### config.mk
export PLATFORM = sky130hd
export DESIGN_NAME = transaction_stream_parser
export DESIGN_NICKNAME = d
export VERILOG_FILES = /design/src/hdl/tsp_pkg.sv /design/src/hdl/tsp_cfg.sv /design/src/hdl/tsp_in_stage.sv /design/src/hdl/tsp_core.sv /design/src/hdl/tsp_out_stage.sv /design/src/hdl/transaction_stream_parser.sv
export SDC_FILE = /design/constraint.sdc
export NUM_CORES = 1
export LEC_CHECK = 0
export ABC_AREA = 1
export CAP_MARGIN = 20
export CORE_ASPECT_RATIO = 1.75
export CORE_UTILIZATION = 50
export DETAILED_ROUTE_END_ITERATION = 10
export DONT_BUFFER_PORTS = 1
export PLACE_DENSITY = 0.63
export SETUP_SLACK_MARGIN = 0.05
export SYNTH_ARGS = -nofsm -noshare
export SYNTH_HDL_FRONTEND = slang
export SYNTH_HIERARCHICAL = 1
export SYNTH_SLANG_ARGS = --single-unit
export TNS_END_PERCENT = 10
### constraint.sdc
create_clock -name clk_i -period 6 [get_ports clk_i]
set_clock_uncertainty 0.2 [all_clocks]
set_input_delay 1.2 -clock clk_i [delete_from_list [all_inputs] [get_ports clk_i]]
set_output_delay 1.2 -clock clk_i [all_outputs]
set_load 0.01 [all_outputs]
### src/hdl/tsp_pkg.sv
package tsp_pkg;

  localparam int unsigned ENTRY_W = 20;
  localparam int unsigned CFG_W   = 20;

  localparam logic [3:0] PH_VERSION   = 4'd0;
  localparam logic [3:0] PH_IN_COUNT  = 4'd1;
  localparam logic [3:0] PH_HASH      = 4'd2;
  localparam logic [3:0] PH_INDEX     = 4'd3;
  localparam logic [3:0] PH_SIG_LEN   = 4'd4;
  localparam logic [3:0] PH_SIG_BYTE  = 4'd5;
  localparam logic [3:0] PH_SEQUENCE  = 4'd6;
  localparam logic [3:0] PH_OUT_COUNT = 4'd7;
  localparam logic [3:0] PH_AMOUNT    = 4'd8;
  localparam logic [3:0] PH_PK_LEN    = 4'd9;
  localparam logic [3:0] PH_PK_BYTE   = 4'd10;
  localparam logic [3:0] PH_LOCKTIME  = 4'd11;
  localparam logic [3:0] PH_SKIP      = 4'd12;
  localparam logic [3:0] PH_TRAIL     = 4'd13;

  localparam logic [3:0] KIND_IGNORED = 4'd12;

  localparam logic [2:0] ST_PARSING   = 3'd0;
  localparam logic [2:0] ST_OK        = 3'd1;
  localparam logic [2:0] ST_TRUNCATED = 3'd2;
  localparam logic [2:0] ST_MANY_IN   = 3'd3;
  localparam logic [2:0] ST_MANY_OUT  = 3'd4;
  localparam logic [2:0] ST_SCRIPT    = 3'd5;
  localparam logic [2:0] ST_EXTRA     = 3'd6;

  localparam logic [1:0] CFG_MAX_IN     = 2'd0;
  localparam logic [1:0] CFG_MAX_OUT    = 2'd1;
  localparam logic [1:0] CFG_MAX_SCRIPT = 2'd2;

  localparam logic [19:0] RST_MAX_IN     = 20'd100000;
  localparam logic [19:0] RST_MAX_OUT    = 20'd100000;
  localparam logic [15:0] RST_MAX_SCRIPT = 16'd10000;

  localparam logic [7:0] COMPACT_P16 = 8'd253;
  localparam logic [7:0] COMPACT_P32 = 8'd254;

  localparam logic [5:0] HASH_BYTES = 6'd32;

  localparam logic [3:0] LEN_NONE    = 4'd0;
  localparam logic [3:0] LEN_COMPACT = 4'd1;
  localparam logic [3:0] LEN_WORD    = 4'd4;
  localparam logic [3:0] LEN_AMOUNT  = 4'd8;
  localparam logic [3:0] LEN_EXT16   = 4'd3;
  localparam logic [3:0] LEN_EXT32   = 4'd5;
  localparam logic [3:0] LEN_EXT64   = 4'd9;

  typedef struct packed {
    logic [19:0] max_in;
    logic [19:0] max_out;
    logic [15:0] max_script;
  } cfg_t;

  typedef struct packed {
    logic [7:0] data;
    logic       last;
  } item_t;

  typedef struct packed {
    logic [3:0]         kind;
    logic [7:0]         echo;
    logic               vvalid;
    logic [63:0]        value;
    logic [ENTRY_W-1:0] entry;
    logic [2:0]         status;
    logic               done;
  } result_t;

endpackage

### src/hdl/tsp_cfg.sv
module tsp_cfg (
  input  logic                      clk_i,
  input  logic                      rst_ni,
  input  logic                      we_i,
  input  logic [1:0]                idx_i,
  input  logic [tsp_pkg::CFG_W-1:0] wdata_i,
  output tsp_pkg::cfg_t             cfg_o
);

  tsp_pkg::cfg_t cfg_q, cfg_d;

  always_comb begin
    cfg_d = cfg_q;
    if (we_i) begin
      unique case (idx_i)
        tsp_pkg::CFG_MAX_IN:     cfg_d.max_in     = wdata_i;
        tsp_pkg::CFG_MAX_OUT:    cfg_d.max_out    = wdata_i;
        tsp_pkg::CFG_MAX_SCRIPT: cfg_d.max_script = wdata_i[15:0];
        default:                 cfg_d = cfg_q;
      endcase
    end
  end

  always_ff @(posedge clk_i or negedge rst_ni) begin
    if (!rst_ni) begin
      cfg_q.max_in     <= tsp_pkg::RST_MAX_IN;
      cfg_q.max_out    <= tsp_pkg::RST_MAX_OUT;
      cfg_q.max_script <= tsp_pkg::RST_MAX_SCRIPT;
    end else begin
      cfg_q <= cfg_d;
    end
  end

  assign cfg_o = cfg_q;

endmodule

### src/hdl/tsp_in_stage.sv
module tsp_in_stage (
  input  logic           clk_i,
  input  logic           rst_ni,
  input  logic           valid_i,
  output logic           ready_o,
  input  tsp_pkg::item_t item_i,
  input  logic           adv_i,
  output logic           valid_o,
  output tsp_pkg::item_t item_o
);

  logic           vld_q, vld_d;
  tsp_pkg::item_t item_q;

  assign ready_o = !vld_q || adv_i;

  always_comb begin
    vld_d = vld_q;
    if (valid_i && ready_o) begin
      vld_d = 1'b1;
    end else if (adv_i) begin
      vld_d = 1'b0;
    end
  end

  always_ff @(posedge clk_i or negedge rst_ni) begin
    if (!rst_ni) begin
      vld_q <= 1'b0;
    end else begin
      vld_q <= vld_d;
    end
  end

  always_ff @(posedge clk_i) begin
    if (valid_i && ready_o) begin
      item_q <= item_i;
    end
  end

  assign valid_o = vld_q;
  assign item_o  = item_q;

endmodule

### src/hdl/tsp_core.sv
module tsp_core #(
  parameter int unsigned COUNT_WIDTH      = 20,
  parameter int unsigned SCRIPT_LEN_WIDTH = 16
) (
  input  logic             clk_i,
  input  logic             rst_ni,
  input  logic             fire_i,
  input  tsp_pkg::item_t   item_i,
  input  tsp_pkg::cfg_t    cfg_i,
  output tsp_pkg::result_t res_o
);

  localparam logic [63:0] CntMask = (64'd1 << COUNT_WIDTH) - 64'd1;
  localparam logic [63:0] LenMask = (64'd1 << SCRIPT_LEN_WIDTH) - 64'd1;

  logic [3:0]                  phase_q, phase_d;
  logic [5:0]                  fcnt_q, fcnt_d;
  logic [3:0]                  flen_q, flen_d;
  logic [63:0]                 acc_q, acc_d;
  logic [COUNT_WIDTH-1:0]      erem_q, erem_d;
  logic [COUNT_WIDTH-1:0]      cent_q, cent_d;
  logic [SCRIPT_LEN_WIDTH-1:0] srem_q, srem_d;
  logic [2:0]                  err_q, err_d;

  logic [7:0]  b;
  logic        is_compact, first_compact, num_done, tx_ok, start;
  logic [5:0]  fcnt_inc, pos;
  logic [63:0] acc_new, num_val, cap_in, cap_out, cap_script;
  logic [3:0]  nphase, nlen;
  logic [2:0]  status;

  assign b        = item_i.data;
  assign fcnt_inc = fcnt_q + 6'd1;

  assign cap_in     = (64'(cfg_i.max_in) < CntMask) ? 64'(cfg_i.max_in) : CntMask;
  assign cap_out    = (64'(cfg_i.max_out) < CntMask) ? 64'(cfg_i.max_out) : CntMask;
  assign cap_script = (64'(cfg_i.max_script) < LenMask) ? 64'(cfg_i.max_script) : LenMask;

  assign is_compact = (phase_q == tsp_pkg::PH_IN_COUNT) || (phase_q == tsp_pkg::PH_SIG_LEN) ||
                      (phase_q == tsp_pkg::PH_OUT_COUNT) || (phase_q == tsp_pkg::PH_PK_LEN);
  assign first_compact = is_compact && (fcnt_q == 6'd0);
  assign pos     = is_compact ? fcnt_q - 6'd1 : fcnt_q;
  assign acc_new = acc_q | ({56'd0, b} << {pos[2:0], 3'b000});
  assign num_val = first_compact ? {56'd0, b} : acc_new;

  always_comb begin
    phase_d  = phase_q;
    fcnt_d   = fcnt_q;
    flen_d   = flen_q;
    acc_d    = acc_q;
    erem_d   = erem_q;
    cent_d   = cent_q;
    srem_d   = srem_q;
    err_d    = err_q;
    num_done = 1'b0;
    tx_ok    = 1'b0;
    start    = 1'b0;
    nphase   = phase_q;
    nlen     = flen_q;

    res_o.kind   = (phase_q < tsp_pkg::PH_SKIP) ? phase_q : tsp_pkg::KIND_IGNORED;
    res_o.echo   = b;
    res_o.vvalid = 1'b0;
    res_o.value  = '0;
    res_o.entry  = '0;
    res_o.done   = item_i.last;
    if ((phase_q >= tsp_pkg::PH_HASH && phase_q <= tsp_pkg::PH_SEQUENCE) ||
        (phase_q >= tsp_pkg::PH_AMOUNT && phase_q <= tsp_pkg::PH_PK_BYTE)) begin
      res_o.entry = tsp_pkg::ENTRY_W'(cent_q);
    end

    unique case (phase_q)
      tsp_pkg::PH_HASH: begin
        fcnt_d = fcnt_inc;
        if (fcnt_inc >= tsp_pkg::HASH_BYTES) begin
          start = 1'b1; nphase = tsp_pkg::PH_INDEX; nlen = tsp_pkg::LEN_WORD;
        end
      end
      tsp_pkg::PH_SIG_BYTE: begin
        srem_d = srem_q - SCRIPT_LEN_WIDTH'(1);
        if (srem_q == SCRIPT_LEN_WIDTH'(1)) begin
          start = 1'b1; nphase = tsp_pkg::PH_SEQUENCE; nlen = tsp_pkg::LEN_WORD;
        end
      end
      tsp_pkg::PH_PK_BYTE: begin
        srem_d = srem_q - SCRIPT_LEN_WIDTH'(1);
        if (srem_q == SCRIPT_LEN_WIDTH'(1)) begin
          erem_d = erem_q - COUNT_WIDTH'(1);
          start  = 1'b1;
          if (erem_q == COUNT_WIDTH'(1)) begin
            cent_d = '0; nphase = tsp_pkg::PH_LOCKTIME; nlen = tsp_pkg::LEN_WORD;
          end else begin
            cent_d = cent_q + COUNT_WIDTH'(1);
            nphase = tsp_pkg::PH_AMOUNT; nlen = tsp_pkg::LEN_AMOUNT;
          end
        end
      end
      tsp_pkg::PH_SKIP: begin
      end
      tsp_pkg::PH_TRAIL: begin
        err_d   = tsp_pkg::ST_EXTRA;
        phase_d = tsp_pkg::PH_SKIP;
      end
      default: begin
        if (first_compact) begin
          fcnt_d = 6'd1;
          if (b < tsp_pkg::COMPACT_P16) begin
            acc_d    = {56'd0, b};
            num_done = 1'b1;
          end else begin
            acc_d  = '0;
            flen_d = (b == tsp_pkg::COMPACT_P16) ? tsp_pkg::LEN_EXT16 :
                     (b == tsp_pkg::COMPACT_P32) ? tsp_pkg::LEN_EXT32 : tsp_pkg::LEN_EXT64;
          end
        end else begin
          acc_d    = acc_new;
          fcnt_d   = fcnt_inc;
          num_done = fcnt_inc >= {2'b00, flen_q};
        end

        if (num_done) begin
          res_o.vvalid = 1'b1;
          res_o.value  = num_val;
          unique case (phase_q)
            tsp_pkg::PH_VERSION: begin
              start = 1'b1; nphase = tsp_pkg::PH_IN_COUNT; nlen = tsp_pkg::LEN_COMPACT;
            end
            tsp_pkg::PH_IN_COUNT: begin
              if (num_val > cap_in) begin
                err_d = tsp_pkg::ST_MANY_IN;
              end else begin
                erem_d = num_val[COUNT_WIDTH-1:0];
                cent_d = '0;
                start  = 1'b1;
                if (num_val == 64'd0) begin
                  nphase = tsp_pkg::PH_OUT_COUNT; nlen = tsp_pkg::LEN_COMPACT;
                end else begin
                  nphase = tsp_pkg::PH_HASH; nlen = tsp_pkg::LEN_NONE;
                end
              end
            end
            tsp_pkg::PH_INDEX: begin
              start = 1'b1; nphase = tsp_pkg::PH_SIG_LEN; nlen = tsp_pkg::LEN_COMPACT;
            end
            tsp_pkg::PH_SIG_LEN: begin
              if (num_val > cap_script) begin
                err_d = tsp_pkg::ST_SCRIPT;
              end else begin
                srem_d = num_val[SCRIPT_LEN_WIDTH-1:0];
                start  = 1'b1;
                if (num_val == 64'd0) begin
                  nphase = tsp_pkg::PH_SEQUENCE; nlen = tsp_pkg::LEN_WORD;
                end else begin
                  nphase = tsp_pkg::PH_SIG_BYTE; nlen = tsp_pkg::LEN_NONE;
                end
              end
            end
            tsp_pkg::PH_SEQUENCE: begin
              erem_d = erem_q - COUNT_WIDTH'(1);
              start  = 1'b1;
              if (erem_q == COUNT_WIDTH'(1)) begin
                cent_d = '0; nphase = tsp_pkg::PH_OUT_COUNT; nlen = tsp_pkg::LEN_COMPACT;
              end else begin
                cent_d = cent_q + COUNT_WIDTH'(1);
                nphase = tsp_pkg::PH_HASH; nlen = tsp_pkg::LEN_NONE;
              end
            end
            tsp_pkg::PH_OUT_COUNT: begin
              if (num_val > cap_out) begin
                err_d = tsp_pkg::ST_MANY_OUT;
              end else begin
                erem_d = num_val[COUNT_WIDTH-1:0];
                cent_d = '0;
                start  = 1'b1;
                if (num_val == 64'd0) begin
                  nphase = tsp_pkg::PH_LOCKTIME; nlen = tsp_pkg::LEN_WORD;
                end else begin
                  nphase = tsp_pkg::PH_AMOUNT; nlen = tsp_pkg::LEN_AMOUNT;
                end
              end
            end
            tsp_pkg::PH_AMOUNT: begin
              start = 1'b1; nphase = tsp_pkg::PH_PK_LEN; nlen = tsp_pkg::LEN_COMPACT;
            end
            tsp_pkg::PH_PK_LEN: begin
              if (num_val > cap_script) begin
                err_d = tsp_pkg::ST_SCRIPT;
              end else begin
                srem_d = num_val[SCRIPT_LEN_WIDTH-1:0];
                start  = 1'b1;
                if (num_val != 64'd0) begin
                  nphase = tsp_pkg::PH_PK_BYTE; nlen = tsp_pkg::LEN_NONE;
                end else if (erem_q == COUNT_WIDTH'(1)) begin
                  erem_d = erem_q - COUNT_WIDTH'(1);
                  cent_d = '0; nphase = tsp_pkg::PH_LOCKTIME; nlen = tsp_pkg::LEN_WORD;
                end else begin
                  erem_d = erem_q - COUNT_WIDTH'(1);
                  cent_d = cent_q + COUNT_WIDTH'(1);
                  nphase = tsp_pkg::PH_AMOUNT; nlen = tsp_pkg::LEN_AMOUNT;
                end
              end
            end
            default: begin
              tx_ok = 1'b1;
              start = 1'b1; nphase = tsp_pkg::PH_TRAIL; nlen = tsp_pkg::LEN_NONE;
            end
          endcase
        end
      end
    endcase

    if (start) begin
      phase_d = nphase;
      fcnt_d  = '0;
      flen_d  = nlen;
      acc_d   = '0;
    end

    status = err_d;
    if (item_i.last) begin
      if (err_d == tsp_pkg::ST_PARSING) begin
        status = tx_ok ? tsp_pkg::ST_OK : tsp_pkg::ST_TRUNCATED;
      end
      phase_d = tsp_pkg::PH_VERSION;
      fcnt_d  = '0;
      flen_d  = tsp_pkg::LEN_WORD;
      acc_d   = '0;
      erem_d  = '0;
      cent_d  = '0;
      srem_d  = '0;
      err_d   = tsp_pkg::ST_PARSING;
    end else if (err_d != tsp_pkg::ST_PARSING) begin
      phase_d = tsp_pkg::PH_SKIP;
    end
    res_o.status = status;
  end

  always_ff @(posedge clk_i or negedge rst_ni) begin
    if (!rst_ni) begin
      phase_q <= tsp_pkg::PH_VERSION;
      fcnt_q  <= '0;
      flen_q  <= tsp_pkg::LEN_WORD;
      acc_q   <= '0;
      erem_q  <= '0;
      cent_q  <= '0;
      srem_q  <= '0;
      err_q   <= tsp_pkg::ST_PARSING;
    end else if (fire_i) begin
      phase_q <= phase_d;
      fcnt_q  <= fcnt_d;
      flen_q  <= flen_d;
      acc_q   <= acc_d;
      erem_q  <= erem_d;
      cent_q  <= cent_d;
      srem_q  <= srem_d;
      err_q   <= err_d;
    end
  end

endmodule

### src/hdl/tsp_out_stage.sv
module tsp_out_stage (
  input  logic             clk_i,
  input  logic             rst_ni,
  input  logic             fire_i,
  input  tsp_pkg::result_t res_i,
  input  logic             ready_i,
  output logic             adv_o,
  output logic             valid_o,
  output tsp_pkg::result_t res_o
);

  logic             vld_q;
  tsp_pkg::result_t res_q;

  assign adv_o = !vld_q || ready_i;

  always_ff @(posedge clk_i or negedge rst_ni) begin
    if (!rst_ni) begin
      vld_q <= 1'b0;
    end else if (adv_o) begin
      vld_q <= fire_i;
    end
  end

  always_ff @(posedge clk_i) begin
    if (fire_i) begin
      res_q <= res_i;
    end
  end

  assign valid_o = vld_q;
  assign res_o   = res_q;

endmodule

### src/hdl/transaction_stream_parser.sv
// Byte-serial parser for one serialized legacy transaction.
// Slave channel: one transaction byte per word in tdata, tlast on the final
// byte of the buffer. Master channel: one result word per input byte, with
// field kind and value-valid flag in tuser, echo, value, entry index and
// status in tdata, and tlast copying the input's last flag.
// Configuration: write the input, output and script limits through
// cfg_we_i/cfg_idx_i/cfg_wdata_i while no byte is in flight.
// Path: each byte is held in the input register, and its result in the result register.
// Throughput: one byte per cycle unless the master side stalls; each byte is
// one pass through the field tracker from input register to result register.
// Reset: clears the parse state to the version field and loads the default
// limits; no clearing sweep is needed.
// Stall: while tready on the master side is low the result word holds, the
// input register takes a byte only if it is empty, then s_axis_tready_o drops
// until the result is taken.
module transaction_stream_parser #(
  parameter int unsigned COUNT_WIDTH      = 20,
  parameter int unsigned SCRIPT_LEN_WIDTH = 16
) (
  input  logic        clk_i,
  input  logic        rst_ni,
  input  logic        s_axis_tvalid_i,
  output logic        s_axis_tready_o,
  input  logic [7:0]  s_axis_tdata_i,  // [7:0] data_byte
  input  logic        s_axis_tlast_i,
  output logic        m_axis_tvalid_o,
  input  logic        m_axis_tready_i,
  // [7:0] byte_echo, [71:8] field_value, [91:72] entry_index, [94:92] status, [95] zero
  output logic [95:0] m_axis_tdata_o,
  // [3:0] field_kind, [4] value_valid, [7:5] zero
  output logic [7:0]  m_axis_tuser_o,
  output logic        m_axis_tlast_o,
  input  logic        cfg_we_i,
  input  logic [1:0]  cfg_idx_i,
  input  logic [19:0] cfg_wdata_i
);

  tsp_pkg::cfg_t    cfg;
  tsp_pkg::item_t   in_item, item;
  tsp_pkg::result_t res, res_out;
  logic             item_vld, adv, fire;

  assign in_item.data = s_axis_tdata_i;
  assign in_item.last = s_axis_tlast_i;
  assign fire         = item_vld && adv;

  tsp_cfg u_cfg (
    .clk_i   (clk_i),
    .rst_ni  (rst_ni),
    .we_i    (cfg_we_i),
    .idx_i   (cfg_idx_i),
    .wdata_i (cfg_wdata_i),
    .cfg_o   (cfg)
  );

  tsp_in_stage u_in (
    .clk_i   (clk_i),
    .rst_ni  (rst_ni),
    .valid_i (s_axis_tvalid_i),
    .ready_o (s_axis_tready_o),
    .item_i  (in_item),
    .adv_i   (adv),
    .valid_o (item_vld),
    .item_o  (item)
  );

  tsp_core #(
    .COUNT_WIDTH      (COUNT_WIDTH),
    .SCRIPT_LEN_WIDTH (SCRIPT_LEN_WIDTH)
  ) u_core (
    .clk_i  (clk_i),
    .rst_ni (rst_ni),
    .fire_i (fire),
    .item_i (item),
    .cfg_i  (cfg),
    .res_o  (res)
  );

  tsp_out_stage u_out (
    .clk_i   (clk_i),
    .rst_ni  (rst_ni),
    .fire_i  (fire),
    .res_i   (res),
    .ready_i (m_axis_tready_i),
    .adv_o   (adv),
    .valid_o (m_axis_tvalid_o),
    .res_o   (res_out)
  );

  assign m_axis_tdata_o = {1'b0, res_out.status, res_out.entry, res_out.value, res_out.echo};
  assign m_axis_tuser_o = {3'b000, res_out.vvalid, res_out.kind};
  assign m_axis_tlast_o = res_out.done;

endmodule

==> summary.md <==
| Metric | Value |
|---|---|
| Outcome | complete, no violations |
| CTS tree | done |
| Drt first pass iters | 6 |
| DR DRC count | 0 |
| Mapped Cells | 2096 |
| Vias post-DR | 14100 |
| Longest Clk Path Bufs | 3 |
| Sequential fraction of the synthesis area | 48.36% |
| Max IR drop VDD | 0.3586 mV |
| Comb pwr share | 55.6% |
| Commonest non-fill, non-tap cell in the layout | nand2_1 |
| Max stage delay cell, worst path | dfrtp_1 |
| Post-CTS sizing | 0 |
| Synth Flop Type | dfrtp_1 |
| Synthesis Warnings | 6 |
| Met2 usage | 49.80% |
| CP required | 6.31 ns |
| Fmax | 177.8 MHz |
| Slew HR | 40.45% |
| Grt ovf | 0 |
| Hold_buf cts | 0 |
| Overall routing resource usage | 28.25% |
| Reg2reg start | u_core/phase_q[3]$_DFFE_PN0P_ |
| Most frequent cells in the layout | 494 x nand2_1, 252 x inv_1, 227 x nor2_1 |
| Largest net degree at the start of global routing | 196 |
| Register bit total from synthesis | 305 |
| Worst-Margin Slew | 0.8851 ns |
| GR Util met1 | 32.98% |
| Post-synth EDFFs | 110 |
| Seq pwr share | 26.8% |
| GR peak layer | met2 |
| Setup ws final | 0.3756 ns |
| Startpoint Class | flip-flop |
| Initial antenna violation count | 0 |
| Synth Area per Inst | 8.095 um^2 |
| Library cells used by synthesis | 51 |
| Worst setup path class | reg -> reg |
| Wire per inst | 18.97 um |
| Routing usage on met3 | 3.564% |
| Hold Crit Class | in -> async |
| Ratio of cells with drive above 1 in the final layout | 7.139% |
| Finished Layout Cells | 2523 |
| R2r setup slk | 0.38 ns |
| Final wirelength | 47.85 mm |
| Pins Over Slew Limit | 0 |
| Post-CTS Setup Bufs | 0 |
| Sequential Area | 0.008205 mm^2 |
| Cell chosen for the clock root | clkbuf_16 |
| Die H | 245.7 um |
| Final setup TNS | 0 ns |
| R2r endpoint | u_core/phase_q[0]$_DFFE_PN0P_ |
| Most frequent CP cell | nand2_1 |
| Fin crit share | 93.74% |
| Clock latency on the worst-skew pair | 0.57 ns |
| Num CTS Buffers | 28 |
| Int Power | 5751 uW |
| I/O Buffers | 0 |
| Clock transition at the registers of the reported paths | 0.08 ns |
| Dpl cells | 2470 |
| Switching pwr | 5730 uW |
| CP Max Fanout | 8 |
| Die Area | 0.03471 mm^2 |
| CTS Sinks | 305 |
| Final instance area | 0.01832 mm^2 |
| Multi-input gate area | 0.007244 mm^2 |
| Initial core utilization | 51.20% |
| First-pass GRT wire length | 75.33 mm |
| Vias per cell | 5.590 |
| Data arrival, critical path | 5.93 ns |
| Switching Fraction | 49.91% |
| 1st-iter DRT viols | 964 |
| Setup WS pre-CTS | 0.3076 ns |
| Top Ports | 143 |
| ANT cells | 0 |
| Asr flop ratio synth | 63.93% |
| # rows | 88 |
| Htree depth | 1 |
| Final #Nets | 2155 |
| Die X | 141.3 um |
| Hold slack | 0.1269 ns |
| Leakage power | 0.008613 uW |
| RSZ-0062 raised after global routing | false |
| Post-synthesis cell area | 0.01697 mm^2 |
| Final Hold Vio Count | 0 |
| GPL Wtd Cong | 0.9436 |
| Crit-path max cell delay | 0.50 ns |
| FF-to-FF path depth | 31 |
| Clock share of power | 17.6% |
| Post-detailed-route count of antenna-violating nets | 0 |
| Clock period minus final worst setup slack | 5.624 ns |
| CP endpoint kind | flip-flop |
| Core Region | 0.03314 mm^2 |
| DP Area | 0.01724 mm^2 |
| Number of global-route vias before repair | 13640 |
| Pwr Density | 626.7 mW/mm^2 |
| Max Cap Violations | 0 |
| Syn-to-layout area delta | 7.964% |
| Post-DP HPWL | 34.47 mm |
| Fillers | 3101 |
| Final setup viols | 0 |
[registers in the layout, indices dropped and copies added (netlist names), 3 cells and up]
signal / count
u_core/fcnt_q: 6
u_core/acc_q: 64
u_cfg/cfg_o: 56
u_out/res_o: 101
u_in/item_o: 9
u_core/srem_q: 16
u_core/flen_q: 4
u_core/erem_q: 20
u_core/err_q: 3
u_core/phase_q: 4
u_core/cent_q: 20
[area by class of cell]
cell class	count	area share (%)
clock buffer	30	4.037
clock inverter	22	1.619
inverter	268	5.505
multi-input combinational	1417	39.55
sequential	305	44.79
tap	450	3.074
timing repair buffer	31	1.428
[power by group through the flow]
stage / registers (uW) / clock network (uW) / logic (uW)
floorplan: 3030 / 0 / 4410
global placement: 3110 / 0 / 6150
detailed placement: 3110 / 0 / 6240
CTS: 3080 / 2060 / 6280
global route: 3130 / 2130 / 7060
finish: 3080 / 2020 / 6380
[worst max-delay path, delay by kind of cell, from the launching register on]
family                     cells  cell delay [ns]
AOI/OAI and AO/OA              1             0.25
adders and majority gates      1             0.17
buffers and inverters          2             0.35
DFF                            1             0.50
and+or+nand+nor               27             4.08
[worst max path at each step]
stage	start	end	slack [ns]	cells after the start
after global placement	u_core/phase_q[3]$_DFFE_PN0P_	u_core/phase_q[2]$_DFFE_PN0P_	0.34	28
after detailed placement	u_core/phase_q[1]$_DFFE_PN0P_	u_core/cent_q[10]$_DFFE_PN0P_	0.31	34
after CTS	u_core/phase_q[1]$_DFFE_PN0P_	u_core/cent_q[10]$_DFFE_PN0P_	0.26	34
after global routing	u_core/phase_q[1]$_DFFE_PN0P_	u_core/cent_q[11]$_DFFE_PN0P_	0.05	35
after floorplan	m_axis_tready_i	u_core/acc_q[12]$_DFFE_PN0P_	1.08	11
final	u_core/phase_q[3]$_DFFE_PN0P_	u_core/phase_q[0]$_DFFE_PN0P_	0.38	31
[metrics by stage]
stage                     utilization, %  total power, uW
after CTS                          55.15            11420
after global routing               55.27            12330
after detailed placement           52.02             9353
final                              55.27            11480
after global placement             52.02             9263
after floorplan                        -             7438
[kinds of logic (layout without fill, tap and decap cells)]
group	count (synthesis)	count (layout)	share of synthesized area (%)
AND/OR/NAND/NOR	1046	1046	26.80
buffers and inverters	377	351	9.232
flip-flops	305	305	48.36
AO/OA/AOI/OAI	260	260	8.561
adder cells (fa/ha/maj)	68	68	5.014
XOR/XNOR	39	39	2.013
other	1	4	0.02210
[per-layer routing]
layer / vias to the layer above / routed length, um
met5: - / 0
met4: 0 / 2857
met2: 484 / 24200
met3: 132 / 2307
li1: 6826 / -
met1: 6661 / 18490
[Yosys cell counts (all sizes together) (28+ instances only)]
library cell    n  share of area (%)
a21oi          56                1.7
buf            67                2.4
clkbuf         42               0.93
dfrtp         177                 26
edfxtp        110                 19
ha             68                5.0
inv           266                5.9
nand2         504                 11
nand3         156                4.7
nand4          97                3.6
nor2          238                5.5
nor3           31               0.94
o21ai         139                4.1
o22ai          28                1.0
xor2           33                1.7
Note: power is estimated with default switching activity, not from simulation.
